<file path="src/ssrch_pkg.sv">
// ---------------------------------------------------------------------------
// ssrch_pkg
// Shared types and constants for the streaming substring search block.
// ---------------------------------------------------------------------------
package ssrch_pkg;

   localparam int BYTE_W      = 8;
   localparam int POS_W       = 32;
   localparam int REQ_W       = 2;
   localparam int QUEUE_DEPTH = 2;

   // request codes as they arrive on the request channel
   typedef enum logic [REQ_W-1:0] {
      REQ_CLEAR  = 2'd0,
      REQ_APPEND = 2'd1,
      REQ_HAY    = 2'd2
   } req_code_type;

   // classified request passed from front to back
   typedef struct packed {
      req_code_type      code;
      logic [BYTE_W-1:0] data;
   } item_type;

endpackage

</file>
<file path="src/ssrch_if.sv">
// ---------------------------------------------------------------------------
// ssrch request / response channels
// Valid-ready channels carrying the request and response payloads.
// ---------------------------------------------------------------------------
interface ssrch_req_if
   import ssrch_pkg::*;
   ();
   logic              valid;
   logic              ready;
   logic [REQ_W-1:0]  req_type;
   logic [BYTE_W-1:0] data_byte;

   modport source (output valid, output req_type, output data_byte, input ready);
   modport sink   (input valid, input req_type, input data_byte, output ready);
endinterface

interface ssrch_rsp_if
   import ssrch_pkg::*;
   ();
   logic             valid;
   logic             ready;
   logic             found;
   logic [POS_W-1:0] match_position;
   logic             needle_truncated;

   modport source (output valid, output found, output match_position,
                   output needle_truncated, input ready);
   modport sink   (input valid, input found, input match_position,
                   input needle_truncated, output ready);
endinterface

</file>
<file path="src/ssrch_front.sv">
// ---------------------------------------------------------------------------
// ssrch_front
// Request intake: decodes the request code, drops no-op requests and holds
// one classified item for the queue.
// ---------------------------------------------------------------------------
module ssrch_front
   import ssrch_pkg::*;
(
   input  logic              clock,
   input  logic              reset,
   input  logic              in_valid,
   output logic              in_ready,
   input  logic [REQ_W-1:0]  in_code,
   input  logic [BYTE_W-1:0] in_data,
   output logic              out_valid,
   input  logic              out_ready,
   output item_type          out_item
);

   logic     valid_ff, valid_in;
   item_type item_ff;
   logic     accept;
   logic     keep;

   assign in_ready = !valid_ff || out_ready;
   assign accept   = in_valid && in_ready;

   // append of a zero byte and the unused code do nothing
   always_comb begin
      case (req_code_type'(in_code))
         REQ_CLEAR:  keep = 1'b1;
         REQ_APPEND: keep = (in_data != '0);
         REQ_HAY:    keep = 1'b1;
         default:    keep = 1'b0;
      endcase
   end

   assign valid_in = accept ? keep : (valid_ff && !out_ready);

   always_ff @(posedge clock) begin
      if (reset) begin
         valid_ff <= 1'b0;
      end else begin
         valid_ff <= valid_in;
      end
   end

   always_ff @(posedge clock) begin
      if (accept && keep) begin
         item_ff.code <= req_code_type'(in_code);
         item_ff.data <= in_data;
      end
   end

   assign out_valid = valid_ff;
   assign out_item  = item_ff;

endmodule

</file>
<file path="src/ssrch_queue.sv">
// ---------------------------------------------------------------------------
// ssrch_queue
// Small FIFO decoupling the front from the back.
// ---------------------------------------------------------------------------
module ssrch_queue
   import ssrch_pkg::*;
(
   input  logic     clock,
   input  logic     reset,
   input  logic     push_valid,
   output logic     push_ready,
   input  item_type push_item,
   output logic     pop_valid,
   input  logic     pop_ready,
   output item_type pop_item
);

   localparam int PTR_W = (QUEUE_DEPTH > 1) ? $clog2(QUEUE_DEPTH) : 1;
   localparam int CNT_W = $clog2(QUEUE_DEPTH + 1);

   item_type         entry_ff [QUEUE_DEPTH];
   logic [PTR_W-1:0] wr_ptr_ff, wr_ptr_in;
   logic [PTR_W-1:0] rd_ptr_ff, rd_ptr_in;
   logic [CNT_W-1:0] count_ff, count_in;
   logic             push, pop;

   assign push_ready = (count_ff != CNT_W'(QUEUE_DEPTH));
   assign pop_valid  = (count_ff != '0);
   assign push       = push_valid && push_ready;
   assign pop        = pop_valid && pop_ready;
   assign pop_item   = entry_ff[rd_ptr_ff];

   always_comb begin
      wr_ptr_in = wr_ptr_ff;
      rd_ptr_in = rd_ptr_ff;
      count_in  = count_ff;
      if (push) begin
         wr_ptr_in = (wr_ptr_ff == PTR_W'(QUEUE_DEPTH - 1)) ? '0 : wr_ptr_ff + 1'b1;
      end
      if (pop) begin
         rd_ptr_in = (rd_ptr_ff == PTR_W'(QUEUE_DEPTH - 1)) ? '0 : rd_ptr_ff + 1'b1;
      end
      if (push && !pop) begin
         count_in = count_ff + 1'b1;
      end else if (pop && !push) begin
         count_in = count_ff - 1'b1;
      end
   end

   always_ff @(posedge clock) begin
      if (reset) begin
         wr_ptr_ff <= '0;
         rd_ptr_ff <= '0;
         count_ff  <= '0;
      end else begin
         wr_ptr_ff <= wr_ptr_in;
         rd_ptr_ff <= rd_ptr_in;
         count_ff  <= count_in;
      end
   end

   always_ff @(posedge clock) begin
      if (push) begin
         entry_ff[wr_ptr_ff] <= push_item;
      end
   end

endmodule

</file>
<file path="src/ssrch_back.sv">
// ---------------------------------------------------------------------------
// ssrch_back
// Needle store, shift-and matcher, position counter and response register.
// ---------------------------------------------------------------------------
module ssrch_back
   import ssrch_pkg::*;
#(
   parameter int MAX_NEEDLE = 64
) (
   input  logic             clock,
   input  logic             reset,
   input  logic             in_valid,
   output logic             in_ready,
   input  item_type         in_item,
   output logic             out_valid,
   input  logic             out_ready,
   output logic             out_found,
   output logic [POS_W-1:0] out_position,
   output logic             out_truncated
);

   localparam int N     = MAX_NEEDLE;
   localparam int LEN_W = $clog2(N + 1);

   // needle bytes; entries at or above the length are stale and masked off
   logic [BYTE_W-1:0] store_ff [N];
   logic [N-1:0]      len_mask_ff, len_mask_in;   // thermometer of needle length
   logic [LEN_W-1:0]  len_ff, len_in;
   logic [N-1:0]      pm_ff, pm_in;
   logic [POS_W-1:0]  count_ff, count_in;
   logic              finished_ff, finished_in;
   logic              overflow_ff, overflow_in;

   logic              rsp_valid_ff, rsp_valid_in;
   logic              rsp_found_ff;
   logic [POS_W-1:0]  rsp_pos_ff;
   logic              rsp_trunc_ff;

   logic [N-1:0]      eq_vec;
   logic [N-1:0]      last_oh;
   logic [N-1:0]      wr_oh;
   logic [N-1:0]      pm_step;
   logic              pop;
   logic              store_wr;
   logic              emit;
   logic              emit_found;
   logic [POS_W-1:0]  emit_pos;
   logic              empty, full, term;

   assign in_ready = !rsp_valid_ff || out_ready;
   assign pop      = in_valid && in_ready;

   assign empty   = !len_mask_ff[0];
   assign full    = len_mask_ff[N-1];
   assign term    = (in_item.data == '0);
   assign last_oh = len_mask_ff & ~(len_mask_ff >> 1);
   assign wr_oh   = ~len_mask_ff & ((len_mask_ff << 1) | N'(1));

   for (genvar i = 0; i < N; i++) begin : g_cmp
      assign eq_vec[i] = (store_ff[i] == in_item.data);
   end

   assign pm_step = ((pm_ff << 1) | N'(1)) & eq_vec & len_mask_ff;

   always_comb begin
      len_mask_in = len_mask_ff;
      len_in      = len_ff;
      pm_in       = pm_ff;
      count_in    = count_ff;
      finished_in = finished_ff;
      overflow_in = overflow_ff;
      store_wr    = 1'b0;
      emit        = 1'b0;
      emit_found  = 1'b0;
      emit_pos    = '0;
      if (pop) begin
         case (in_item.code)
            REQ_CLEAR: begin
               len_mask_in = '0;
               len_in      = '0;
               overflow_in = 1'b0;
               pm_in       = '0;
               count_in    = '0;
               finished_in = 1'b0;
            end
            REQ_APPEND: begin
               if (full) begin
                  overflow_in = 1'b1;
               end else begin
                  store_wr    = 1'b1;
                  len_mask_in = (len_mask_ff << 1) | N'(1);
                  len_in      = len_ff + 1'b1;
               end
               pm_in       = '0;
               count_in    = '0;
               finished_in = 1'b0;
            end
            REQ_HAY: begin
               if (finished_ff) begin
                  if (term) begin
                     pm_in       = '0;
                     count_in    = '0;
                     finished_in = 1'b0;
                  end
               end else if (empty) begin
                  emit       = 1'b1;
                  emit_found = 1'b1;
                  if (term) begin
                     pm_in       = '0;
                     count_in    = '0;
                     finished_in = 1'b0;
                  end else begin
                     finished_in = 1'b1;
                  end
               end else if (term) begin
                  emit        = 1'b1;
                  pm_in       = '0;
                  count_in    = '0;
                  finished_in = 1'b0;
               end else begin
                  if (count_ff != '1) begin
                     count_in = count_ff + 1'b1;
                  end
                  if ((pm_step & last_oh) != '0) begin
                     emit        = 1'b1;
                     emit_found  = 1'b1;
                     emit_pos    = count_ff + POS_W'(1) - POS_W'(len_ff);
                     finished_in = 1'b1;
                     pm_in       = '0;
                  end else begin
                     pm_in = pm_step;
                  end
               end
            end
            default: begin
            end
         endcase
      end
   end

   assign rsp_valid_in = (pop && emit) ? 1'b1 : (rsp_valid_ff && !out_ready);

   always_ff @(posedge clock) begin
      if (reset) begin
         len_mask_ff  <= '0;
         len_ff       <= '0;
         pm_ff        <= '0;
         count_ff     <= '0;
         finished_ff  <= 1'b0;
         overflow_ff  <= 1'b0;
         rsp_valid_ff <= 1'b0;
      end else begin
         len_mask_ff  <= len_mask_in;
         len_ff       <= len_in;
         pm_ff        <= pm_in;
         count_ff     <= count_in;
         finished_ff  <= finished_in;
         overflow_ff  <= overflow_in;
         rsp_valid_ff <= rsp_valid_in;
      end
   end

   for (genvar i = 0; i < N; i++) begin : g_store
      always_ff @(posedge clock) begin
         if (store_wr && wr_oh[i]) begin
            store_ff[i] <= in_item.data;
         end
      end
   end

   // overflow only changes on needle requests, so the current flag is exact
   always_ff @(posedge clock) begin
      if (pop && emit) begin
         rsp_found_ff <= emit_found;
         rsp_pos_ff   <= emit_pos;
         rsp_trunc_ff <= overflow_ff;
      end
   end

   assign out_valid     = rsp_valid_ff;
   assign out_found     = rsp_found_ff;
   assign out_position  = rsp_pos_ff;
   assign out_truncated = rsp_trunc_ff;

endmodule

</file>
<file path="src/streaming_substring_search.sv">
// ---------------------------------------------------------------------------
// streaming_substring_search
// First-occurrence search of a stored needle in a zero-terminated haystack.
// ---------------------------------------------------------------------------
//  channel  | dir | payload                                       | handshake
//  ---------+-----+-----------------------------------------------+----------
//  req_bus  | in  | req_type[1:0], data_byte[7:0]                 | valid/ready
//  rsp_bus  | out | found, match_position[31:0], needle_truncated | valid/ready
//
//  One request per cycle sustained while responses are taken; a request
//  passes through the front register, the queue and the response register.
//  The per-entry needle compare plus shift-and vector handle one byte a cycle.
//  reset is synchronous, active high; no clearing pass, ready right after it.
//  A stalled response holds the back; the two-entry queue and the front
//  register keep taking requests until they fill.
// ---------------------------------------------------------------------------
module streaming_substring_search
   import ssrch_pkg::*;
#(
   parameter int MAX_NEEDLE = 64
) (
   input logic       clock,
   input logic       reset,
   ssrch_req_if.sink   req_bus,
   ssrch_rsp_if.source rsp_bus
);

   // front -> queue
   logic     fq_valid, fq_ready;
   item_type fq_item;
   // queue -> back
   logic     qb_valid, qb_ready;
   item_type qb_item;

   // decode and drop no-op requests
   ssrch_front u_front (
      .clock     (clock),
      .reset     (reset),
      .in_valid  (req_bus.valid),
      .in_ready  (req_bus.ready),
      .in_code   (req_bus.req_type),
      .in_data   (req_bus.data_byte),
      .out_valid (fq_valid),
      .out_ready (fq_ready),
      .out_item  (fq_item)
   );

   // lets the front keep accepting while the response side stalls
   ssrch_queue u_queue (
      .clock      (clock),
      .reset      (reset),
      .push_valid (fq_valid),
      .push_ready (fq_ready),
      .push_item  (fq_item),
      .pop_valid  (qb_valid),
      .pop_ready  (qb_ready),
      .pop_item   (qb_item)
   );

   // needle store, matcher and response register
   ssrch_back #(
      .MAX_NEEDLE (MAX_NEEDLE)
   ) u_back (
      .clock         (clock),
      .reset         (reset),
      .in_valid      (qb_valid),
      .in_ready      (qb_ready),
      .in_item       (qb_item),
      .out_valid     (rsp_bus.valid),
      .out_ready     (rsp_bus.ready),
      .out_found     (rsp_bus.found),
      .out_position  (rsp_bus.match_position),
      .out_truncated (rsp_bus.needle_truncated)
   );

endmodule

</file>
<file path="src/flat_wrapper.sv">
// flat-port wrapper written by rule: the top's interface ports become plain ports
module streaming_substring_search_flat import ssrch_pkg::*;
#(
   parameter int MAX_NEEDLE = 64
)
  (clock, reset, req_bus_valid, req_bus_req_type, req_bus_data_byte, req_bus_ready, rsp_bus_valid, rsp_bus_found, rsp_bus_match_position, rsp_bus_needle_truncated, rsp_bus_ready);
  ssrch_req_if req_bus_i ();
  ssrch_rsp_if rsp_bus_i ();
  input logic clock;
  input logic reset;
  input wire logic [$bits(req_bus_i.valid)-1:0] req_bus_valid;
  input wire logic [$bits(req_bus_i.req_type)-1:0] req_bus_req_type;
  input wire logic [$bits(req_bus_i.data_byte)-1:0] req_bus_data_byte;
  output wire logic [$bits(req_bus_i.ready)-1:0] req_bus_ready;
  output wire logic [$bits(rsp_bus_i.valid)-1:0] rsp_bus_valid;
  output wire logic [$bits(rsp_bus_i.found)-1:0] rsp_bus_found;
  output wire logic [$bits(rsp_bus_i.match_position)-1:0] rsp_bus_match_position;
  output wire logic [$bits(rsp_bus_i.needle_truncated)-1:0] rsp_bus_needle_truncated;
  input wire logic [$bits(rsp_bus_i.ready)-1:0] rsp_bus_ready;
  assign req_bus_i.valid = req_bus_valid;
  assign req_bus_i.req_type = req_bus_req_type;
  assign req_bus_i.data_byte = req_bus_data_byte;
  assign req_bus_ready = req_bus_i.ready;
  assign rsp_bus_valid = rsp_bus_i.valid;
  assign rsp_bus_found = rsp_bus_i.found;
  assign rsp_bus_match_position = rsp_bus_i.match_position;
  assign rsp_bus_needle_truncated = rsp_bus_i.needle_truncated;
  assign rsp_bus_i.ready = rsp_bus_ready;
  streaming_substring_search #(.MAX_NEEDLE(MAX_NEEDLE)) u_core (.clock(clock), .reset(reset), .req_bus(req_bus_i), .rsp_bus(rsp_bus_i));
endmodule
</file>
<file path="config.mk">
export PLATFORM = sky130hd
export DESIGN_NAME = streaming_substring_search_flat
export DESIGN_NICKNAME = d
export VERILOG_FILES = /design/src/ssrch_pkg.sv /design/src/ssrch_if.sv /design/src/ssrch_front.sv /design/src/ssrch_queue.sv /design/src/ssrch_back.sv /design/src/streaming_substring_search.sv /design/src/flat_wrapper.sv
export SDC_FILE = /design/constraint.sdc
export NUM_CORES = 1
export LEC_CHECK = 0
export ABC_CLOCK_PERIOD_IN_PS = 3730
export BUFFER_PORTS_ARGS = -buffer_cell sky130_fd_sc_hd__buf_2
export CORE_MARGIN = 8
export CORE_UTILIZATION = 57
export CTS_CLUSTER_SIZE = 28
export DETAILED_ROUTE_END_ITERATION = 6
export GPL_ROUTABILITY_DRIVEN = 0
export HOLD_SLACK_MARGIN = 0.06
export PLACE_DENSITY = 0.83
export SYNTH_ARGS = -nofsm -noshare
export SYNTH_HDL_FRONTEND = slang
export SYNTH_SLANG_ARGS = --single-unit
</file>
<file path="constraint.sdc">
create_clock -name clock -period 3.73 [get_ports clock]
set_input_delay 0.9325 -clock clock [delete_from_list [all_inputs] [get_ports clock]]
set_output_delay 0.9325 -clock clock [all_outputs]
set_load 0.02 [all_outputs]
</file>
==> impl_metrics.prom, run 1 <==
# TYPE chip_impl_metric gauge
chip_impl_info{name="result_of_the_run",value="finished, violations left"} 1
chip_impl_info{name="failed_checks",value="setup timing"} 1
chip_impl_metric{name="post-route-min-period",unit="ns"} 3.78
chip_impl_metric{name="endpoints_failing_hold",unit=""} 0
chip_impl_metric{name="setup-violations-final",unit=""} 22
chip_impl_metric{name="floorplan.die.width",unit="um"} 258
chip_impl_metric{name="cts_inserted_buffers",unit=""} 74
chip_impl_info{name="critPathKind",value="reg2reg"} 1
chip_impl_metric{name="final_min_period_over_clock_period",unit="%"} 101
chip_impl_metric{name="critical_path_required",unit="ns"} 4.17
chip_impl_metric{name="port_buffers",unit=""} 49
chip_impl_metric{name="drt-vias-per-instance",unit=""} 6.34
chip_impl_metric{name="totalPowerFinal",unit="mW"} 23.0
chip_impl_metric{name="critPathMaxFanout",unit=""} 32
chip_impl_metric{name="synth_largest_type_area_fraction",unit="%"} 51.8
chip_impl_metric{name="ys_seq_area_share",unit="%"} 62.3
chip_impl_metric{name="grt.total_usage",unit="%"} 26.8
chip_impl_metric{name="io_pins",unit=""} 50
chip_impl_metric{name="core_region_area",unit="um^2"} 57800
chip_impl_metric{name="drt-total-wl",unit="mm"} 93.0
chip_impl_metric{name="yosys_warnings",unit=""} 0
chip_impl_metric{name="multi_input_area",unit="um^2"} 11900
chip_impl_metric{name="grt_pass1_vias",unit=""} 23900
chip_impl_metric{name="max-slew-margin-rel",unit="%"} 19.6
chip_impl_info{name="clock-root-buffer",value="sky130_fd_sc_hd__clkbuf_16"} 1
chip_impl_metric{name="dr_drc_count",unit=""} 0
chip_impl_metric{name="synth_edf_count",unit=""} 576
chip_impl_metric{name="placement.setup.worst_slack",unit="ns"} -0.263
chip_impl_metric{name="synth_async_sr_flop_share",unit="%"} 0
chip_impl_metric{name="floorplan.rows",unit=""} 88
chip_impl_metric{name="final_layout_size_suffix_gt1_share",unit="%"} 16.2
chip_impl_metric{name="crit_arrival",unit="ns"} 4.22
chip_impl_metric{name="starting_density_of_the_core",unit="%"} 57.7
chip_impl_metric{name="worst_hold_path.num_cells",unit=""} 0
chip_impl_info{name="endpoint_of_the_worst_setup_timing_path",value="u_core.u_back.out_position[9]"} 1
chip_impl_metric{name="vias",unit=""} 23900
chip_impl_metric{name="fill_cells",unit=""} 3660
chip_impl_metric{name="max_clock_freq",unit="GHz"} 0.265
chip_impl_metric{name="globalRoute.totalOverflow",unit=""} 0
chip_impl_metric{name="syn-cell-area",unit="um^2"} 33400
chip_impl_metric{name="detail-route-antenna-nets",unit=""} 0
chip_impl_info{name="min-delay-start",value="u_core.u_front.out_item[0]"} 1
chip_impl_info{name="worst_setup_end_kind",value="register"} 1
chip_impl_metric{name="yosys_register_bits",unit=""} 751
chip_impl_metric{name="tightestPinTransition",unit="ns"} 1.20
chip_impl_metric{name="cts-htree-levels",unit=""} 3
chip_impl_metric{name="total_leakage_power",unit="nW"} 12.8
chip_impl_info{name="path_cells",value="buf_12 > buf_12 > mux2i_4 > buf_12 > buf_16 > buf_4 > xnor2_1 > nor3_1 > nand3_1 > o22ai_2 > nor4_1 > buf_4 > and3_2 > buf_4 > a31oi_4 > buf_12 > a21boi_1"} 1
chip_impl_metric{name="fin_nets",unit=""} 2961
chip_impl_metric{name="post_cts_hold_buffer_count",unit=""} 0
chip_impl_metric{name="synth.avg_cell_area",unit="um^2"} 12.3
chip_impl_metric{name="final.setup_skew",unit="ns"} 0.0404
chip_impl_metric{name="syn-instance-count",unit=""} 2703
chip_impl_info{name="critical_path.reg2reg.endpoint",value="u_core.u_back.out_position[9]"} 1
chip_impl_metric{name="regArea",unit="um^2"} 20800
chip_impl_info{name="yosysTopAreaCell",value="sky130_fd_sc_hd__edfxtp_1"} 1
chip_impl_info{name="worstHoldPathType",value="reg2reg"} 1
chip_impl_metric{name="reg2regPathDepth",unit=""} 17
chip_impl_metric{name="syn2layout_area_growth",unit="%"} 16.6
chip_impl_metric{name="first_pass_iteration_count_of_the_detailed_router",unit=""} 6
chip_impl_metric{name="setup_ws",unit="ns"} -0.0486
chip_impl_metric{name="drv.max_cap_violation_count",unit=""} 0
chip_impl_metric{name="diodes",unit=""} 0
chip_impl_info{name="critical_path.slowest_cell",value="sky130_fd_sc_hd__dfxtp_4"} 1
chip_impl_metric{name="clkSinkCount",unit=""} 751
chip_impl_metric{name="ir_drop",unit="mV"} 0.498
chip_impl_metric{name="clk_transition_reported_paths",unit="ns"} 0.06
chip_impl_metric{name="finalMaxSlewViolations",unit=""} 0
chip_impl_info{name="grt_setup_unrepaired",value="true"} 1
chip_impl_metric{name="worst_skew_pair_latency",unit="ns"} 0.63
chip_impl_metric{name="grt_antenna_before_repair",unit=""} 2
chip_impl_metric{name="wl_per_cell",unit="um"} 24.7
chip_impl_info{name="crit_top_cell",value="sky130_fd_sc_hd__buf_12"} 1
chip_impl_info{name="post_synth_main_area_contributors",value="sky130_fd_sc_hd__edfxtp_1 52%, sky130_fd_sc_hd__xnor2_1 13%, sky130_fd_sc_hd__dfxtp_1 11%"} 1
chip_impl_info{name="ys_flop_type",value="sky130_fd_sc_hd__edfxtp_1"} 1
chip_impl_metric{name="regToRegSetupSlack",unit="ns"} -0.05
chip_impl_metric{name="cts_max_path_buffers",unit=""} 3
chip_impl_metric{name="drt-initial-drc-count",unit=""} 3094
chip_impl_metric{name="grt_max_degree",unit=""} 79
chip_impl_info{name="tritoncts_clock_tree",value="built"} 1
chip_impl_info{name="post-synth-top-count-cell",value="sky130_fd_sc_hd__edfxtp_1"} 1
chip_impl_metric{name="die_height",unit="um"} 258
chip_impl_metric{name="delay_of_the_slowest_cell_on_the_worst_path",unit="ns"} 0.39
chip_impl_metric{name="total_die_area",unit="um^2"} 66500
chip_impl_metric{name="yosysUniqueCellTypes",unit=""} 67
chip_impl_metric{name="pwr_density_cell",unit="nW/um^2"} 591
chip_impl_metric{name="synth.net_count",unit=""} 2728
chip_impl_info{name="cp-start-kind",value="register"} 1
chip_impl_info{name="synth_common_cells",value="576 x sky130_fd_sc_hd__edfxtp_1, 507 x sky130_fd_sc_hd__xnor2_1, 234 x sky130_fd_sc_hd__nand2_1, 175 x sky130_fd_sc_hd__dfxtp_1, 153 x sky130_fd_sc_hd__nor2_1"} 1
chip_impl_metric{name="grt_pass1_wl",unit="mm"} 139
chip_impl_metric{name="detailedPlacementHpwl",unit="mm"} 54.5
layout make-up:
type / count / area share [%]
well taps: 765 / 2.46
clock inverters: 29 / 0.647
clock buffers: 106 / 5.57
inverters: 36 / 0.370
repair buffers: 292 / 6.86
flip-flops and latches: 751 / 53.5
multi-input cells: 1781 / 30.6
power breakdown:
part	internal, mW	switching (mW)	total (mW)
Clock	4.33	3.18	7.51
Combinational	2.16	3.69	5.84
Sequential	9.56	0.0645	9.63
Total	16.0	6.93	23.0
worst min path at each step:
stage	endpoint
after floorplan	u_core.u_back.out_truncated
after detailed placement	u_core.u_back.out_truncated
after global routing	u_core.u_queue.entry_ff[0][0]
after CTS	u_core.u_queue.entry_ff[0][0]
final	u_core.u_queue.entry_ff[0][0]
after global placement	u_core.u_back.pm_ff[14]
layout by cell type (no fill, tap or decap), types with 24 or more instances in the layout:
master	instances
sky130_fd_sc_hd__a21oi_1	128
sky130_fd_sc_hd__and2_1	24
sky130_fd_sc_hd__and3_1	59
sky130_fd_sc_hd__buf_12	36
sky130_fd_sc_hd__buf_2	48
sky130_fd_sc_hd__buf_4	195
sky130_fd_sc_hd__clkbuf_16	78
sky130_fd_sc_hd__dfxtp_1	174
sky130_fd_sc_hd__edfxtp_1	576
sky130_fd_sc_hd__inv_1	28
sky130_fd_sc_hd__nand2_1	233
sky130_fd_sc_hd__nand3_1	112
sky130_fd_sc_hd__nand4_1	54
sky130_fd_sc_hd__nor2_1	151
sky130_fd_sc_hd__nor3_1	57
sky130_fd_sc_hd__nor4_1	63
sky130_fd_sc_hd__o21ai_0	86
sky130_fd_sc_hd__xnor2_1	507
sky130_fd_sc_hd__xor2_1	60
routing by layer:
layer | wire, um | global-route usage (%)
met1 | 32900 | 32.8
met2 | 44200 | 44.0
met3 | 10200 | 5.02
met4 | 5710 | 16.2
met5 | 13 | 0
flip-flops by register name (all words and copies together), names as in the netlist, named ones only:
name,flops
u_core.u_back.out_position,32
u_core.u_back.finished_ff,1
u_core.u_back.out_found,1
u_core.u_back.len_ff,7
u_core.u_back.out_truncated,1
u_core.u_back.store_ff,512
u_core.u_queue.count_ff,2
u_core.u_queue.entry_ff,20
u_core.u_front.out_item,10
u_core.u_back.len_mask_ff,64
u_core.u_queue.rd_ptr_ff,1
u_core.u_back.out_valid,1
u_core.u_back.pm_ff,63
u_core.u_front.out_valid,1
u_core.u_back.count_ff,32
u_core.u_queue.wr_ptr_ff,1
u_core.u_back.overflow_ff,1
stage by stage:
stage | std cells | utilization [%] | area (um^2) | TNS [ns] | hold WS (ns)
after CTS | 3745 | 66.8 | 38600 | 0 | 0.448
after global placement | 3602 | 62.1 | 35900 | -20.30 | 0.429
final | 3760 | 67.3 | 38900 | -0.355 | 0.447
after floorplan | 2703 | - | 33400 | 0 | 0.409
after detailed placement | 3602 | 62.1 | 35900 | -15.01 | 0.433
after global routing | 3760 | 67.3 | 38900 | -3.12 | 0.459
worst max-delay path: cells and delay by family (launching register included):
family                 cells  cell delay (ns)
flip-flops                 1             0.39
AND/OR/NAND/NOR            4             0.92
XOR/XNOR                   1             0.06
buffers and inverters      8             1.28
multiplexers               1             0.24
AO/OA/AOI/OAI              3             0.65
what timing repair did:
action | CTS | global route
endpoints found under the setup margin | 125 | 84
setup buffers | 4 | 15
gates cloned | 4 | 0
pin swaps | 2 | 12
gates resized for setup | 25 | 32
logic make-up after synthesis:
kind of cell	share of synthesized area (%)
AND/OR/NAND/NOR	13.3
flip-flops	62.3
XOR/XNOR	14.9
AO/OA/AOI/OAI	5.44
buffers and inverters	2.81
multiplexers	0.765
adder cells (fa/ha/maj)	0.435
Note: power is estimated with default switching activity, not from simulation.
==> run 2, diff against run 1 <==
- PLACE_DENSITY: 0.83 -> unset
- PLACE_DENSITY_LB_ADDON: unset -> 0.3
==> run 2 against run 1 <==
Against the previous run: the flow now finishes without violations; register-to-register slack better by 0.09 ns; combinational power decreased by 1%; global-route usage fell by 0.72 points; sequential share of layout area is 0.44 points lower; critical endpoint is now u_core.u_back.out_position[5]; first-iteration DRC count fell by 23%.
==> impl_metrics.prom, run 2 (synthesis gave the netlist of run 1 again) <==
# TYPE chip_impl_metric gauge
chip_impl_info{name="result_of_the_run",value="completed"} 1
chip_impl_metric{name="final_min_period_over_clock_period",unit="%"} 98.8
chip_impl_metric{name="floorplan.die.width",unit="um"} 258
chip_impl_metric{name="cts_max_path_buffers",unit=""} 3
chip_impl_metric{name="total_leakage_power",unit="nW"} 13.0
chip_impl_metric{name="syn2layout_area_growth",unit="%"} 17.6
chip_impl_metric{name="starting_density_of_the_core",unit="%"} 57.7
chip_impl_metric{name="finish.cell_count_without_fillers",unit=""} 3799
chip_impl_metric{name="drt-vias-per-instance",unit=""} 6.09
chip_impl_metric{name="tightestPinTransition",unit="ns"} 0.938
chip_impl_metric{name="stdcell_area",unit="um^2"} 39200
chip_impl_info{name="path_cells",value="buf_12 > mux2i_4 > inv_4 > xnor2_4 > buf_4 > nand4_1 > or4_4 > o22ai_2 > buf_4 > nor4_2 > and3_2 > buf_4 > a31oi_4 > buf_12 > clkbuf_16 > and3_1"} 1
chip_impl_metric{name="vias",unit=""} 23100
chip_impl_info{name="layout_commonest_cell",value="sky130_fd_sc_hd__edfxtp_1"} 1
chip_impl_info{name="worstHoldPathType",value="reg2reg"} 1
chip_impl_metric{name="drv.max_cap_violation_count",unit=""} 0
chip_impl_metric{name="reg2regPathDepth",unit=""} 16
chip_impl_metric{name="globalRoute.totalOverflow",unit=""} 0
chip_impl_metric{name="clk_transition_reported_paths",unit="ns"} 0.06
chip_impl_metric{name="final_layout_size_suffix_gt1_share",unit="%"} 17.0
chip_impl_metric{name="grt_max_degree",unit=""} 47
chip_impl_metric{name="worst_skew_pair_latency",unit="ns"} 0.63
chip_impl_metric{name="max-slew-margin-rel",unit="%"} 37.4
chip_impl_metric{name="post-route-min-period",unit="ns"} 3.69
chip_impl_metric{name="fin_nets",unit=""} 2996
chip_impl_info{name="tritoncts_clock_tree",value="built"} 1
chip_impl_metric{name="total_die_area",unit="um^2"} 66500
chip_impl_info{name="crit_top_cell",value="sky130_fd_sc_hd__buf_4"} 1
chip_impl_metric{name="delay_of_the_slowest_cell_on_the_worst_path",unit="ns"} 0.53
chip_impl_metric{name="ir_drop",unit="mV"} 0.476
chip_impl_metric{name="detail-route-antenna-nets",unit=""} 0
chip_impl_metric{name="cts-htree-levels",unit=""} 3
chip_impl_metric{name="critPathMaxFanout",unit=""} 8
chip_impl_metric{name="cts_inserted_buffers",unit=""} 76
chip_impl_metric{name="max_clock_freq",unit="GHz"} 0.271
chip_impl_metric{name="pwr_density_cell",unit="nW/um^2"} 591
chip_impl_metric{name="port_buffers",unit=""} 49
chip_impl_metric{name="diodes",unit=""} 0
chip_impl_info{name="critPathTopFamily",value="simple AND/OR/NAND/NOR gates"} 1
chip_impl_metric{name="floorplan.rows",unit=""} 88
chip_impl_info{name="critical_path.slowest_cell",value="sky130_fd_sc_hd__or4_4"} 1
chip_impl_metric{name="clkSinkCount",unit=""} 751
chip_impl_metric{name="largest_register_ffs",unit=""} 512
chip_impl_metric{name="post_cts_hold_buffer_count",unit=""} 0
chip_impl_metric{name="crit_arrival",unit="ns"} 4.16
chip_impl_metric{name="die_height",unit="um"} 258
chip_impl_metric{name="whs",unit="ns"} 0.449
chip_impl_metric{name="critical_path_required",unit="ns"} 4.21
chip_impl_metric{name="drt-total-wl",unit="mm"} 90.5
chip_impl_metric{name="grt.total_usage",unit="%"} 26.1
chip_impl_metric{name="detailedPlacementHpwl",unit="mm"} 57.0
chip_impl_metric{name="grt_pass1_wl",unit="mm"} 135
chip_impl_metric{name="setup-violations-final",unit=""} 0
chip_impl_info{name="largest-register",value="u_core.u_back.store_ff"} 1
chip_impl_metric{name="core_region_area",unit="um^2"} 57800
chip_impl_metric{name="dr_drc_count",unit=""} 0
chip_impl_metric{name="wl_per_cell",unit="um"} 23.8
chip_impl_metric{name="placed_cells",unit=""} 3624
chip_impl_metric{name="worst_hold_path.num_cells",unit=""} 2
chip_impl_info{name="clock-root-buffer",value="sky130_fd_sc_hd__clkbuf_16"} 1
chip_impl_metric{name="grt_antenna_before_repair",unit=""} 0
chip_impl_metric{name="grt_pass1_vias",unit=""} 23200
chip_impl_metric{name="final.setup_skew",unit="ns"} 0.0426
chip_impl_metric{name="setup_tns",unit="ns"} 0
chip_impl_metric{name="io_pins",unit=""} 50
chip_impl_metric{name="postPlaceCellArea",unit="um^2"} 36000
chip_impl_metric{name="worstPathBufferInverterCount",unit=""} 7
chip_impl_metric{name="worst-path-stages",unit=""} 16
chip_impl_metric{name="finalMaxSlewViolations",unit=""} 0
chip_impl_info{name="critPathKind",value="reg2reg"} 1
chip_impl_info{name="cp-start-kind",value="register"} 1
chip_impl_metric{name="endpoints_failing_hold",unit=""} 0
chip_impl_info{name="largestRegisters",value="u_core.u_back.store_ff x512, u_core.u_back.len_mask_ff x64, u_core.u_back.pm_ff x63"} 1
chip_impl_info{name="final_cell_mix",value="576 x sky130_fd_sc_hd__edfxtp_1, 506 x sky130_fd_sc_hd__xnor2_1, 233 x sky130_fd_sc_hd__nand2_1, 228 x sky130_fd_sc_hd__buf_4, 172 x sky130_fd_sc_hd__dfxtp_1"} 1
chip_impl_info{name="worst_setup_end_kind",value="register"} 1
chip_impl_metric{name="fill_cells",unit=""} 4006
chip_impl_metric{name="first_pass_iteration_count_of_the_detailed_router",unit=""} 5
chip_impl_metric{name="drt-initial-drc-count",unit=""} 2390
run 2: timing repair:
item,4_1_cts,5_1_grt
endpoints found under the hold margin,0,0
endpoints found under the setup margin,125,123
pin swaps,2,12
gates cloned,0,5
setup buffers,3,27
resized for setup,16,46
run 2: worst min-delay path: cells and delay by family, from the launching register on:
family	cells	cell delay [ns]
AOI/OAI and AO/OA	1	0.05
DFF	1	0.32
and+or+nand+nor	1	0.04
run 2: final timing paths:
| path | start | endpoint | slack, ns |
|---|---|---|---|
| min reg2reg | u_core.u_back.pm_ff[24] | u_core.u_back.pm_ff[24] | 0.45 |
| max | register | u_core.u_back.out_position[5] | 0.04 |
| min | u_core.u_back.pm_ff[24] | u_core.u_back.pm_ff[24] | 0.45 |
| max reg2reg | register | u_core.u_back.out_position[5] | 0.04 |
run 2: through the flow:
stage	utilization (%)	power, mW	setup WS [ns]
floorplan	-	13.0	0.168
detailed placement	62.2	15.2	-0.240
global route	67.9	23.8	-0.0488
CTS	66.8	22.9	0.0138
global placement	62.2	15.1	-0.187
finish	67.9	23.2	0.0437
run 2: routing by layer:
layer | wire length (um) | track usage (%) | vias to the layer above
met1 | 33900 | 32.4 | 11400
met3 | 8070 | 4.39 | 251
met2 | 44400 | 44.0 | 1204
met5 | 0 | 0 | -
met4 | 4110 | 13.0 | 0
li1 | - | - | 10200
run 2: area by class of cell:
class,count,area (um^2),area share (%)
Inverter,36,145,0.370
Multi-Input combinational cell,1781,11900,30.3
Sequential cell,751,20800,53.0
Clock buffer,100,2100,5.34
Clock inverter,41,434,1.11
Timing Repair Buffer,325,2890,7.36
Tap cell,765,957,2.44
run 2: where the power goes:
part / total [mW] / leakage, nW / switching [mW] / internal, mW
registers: 9.63 / 6.61 / 0.0674 / 9.57
clock network: 7.75 / 1.23 / 3.21 / 4.53
logic: 5.78 / 5.13 / 3.62 / 2.17
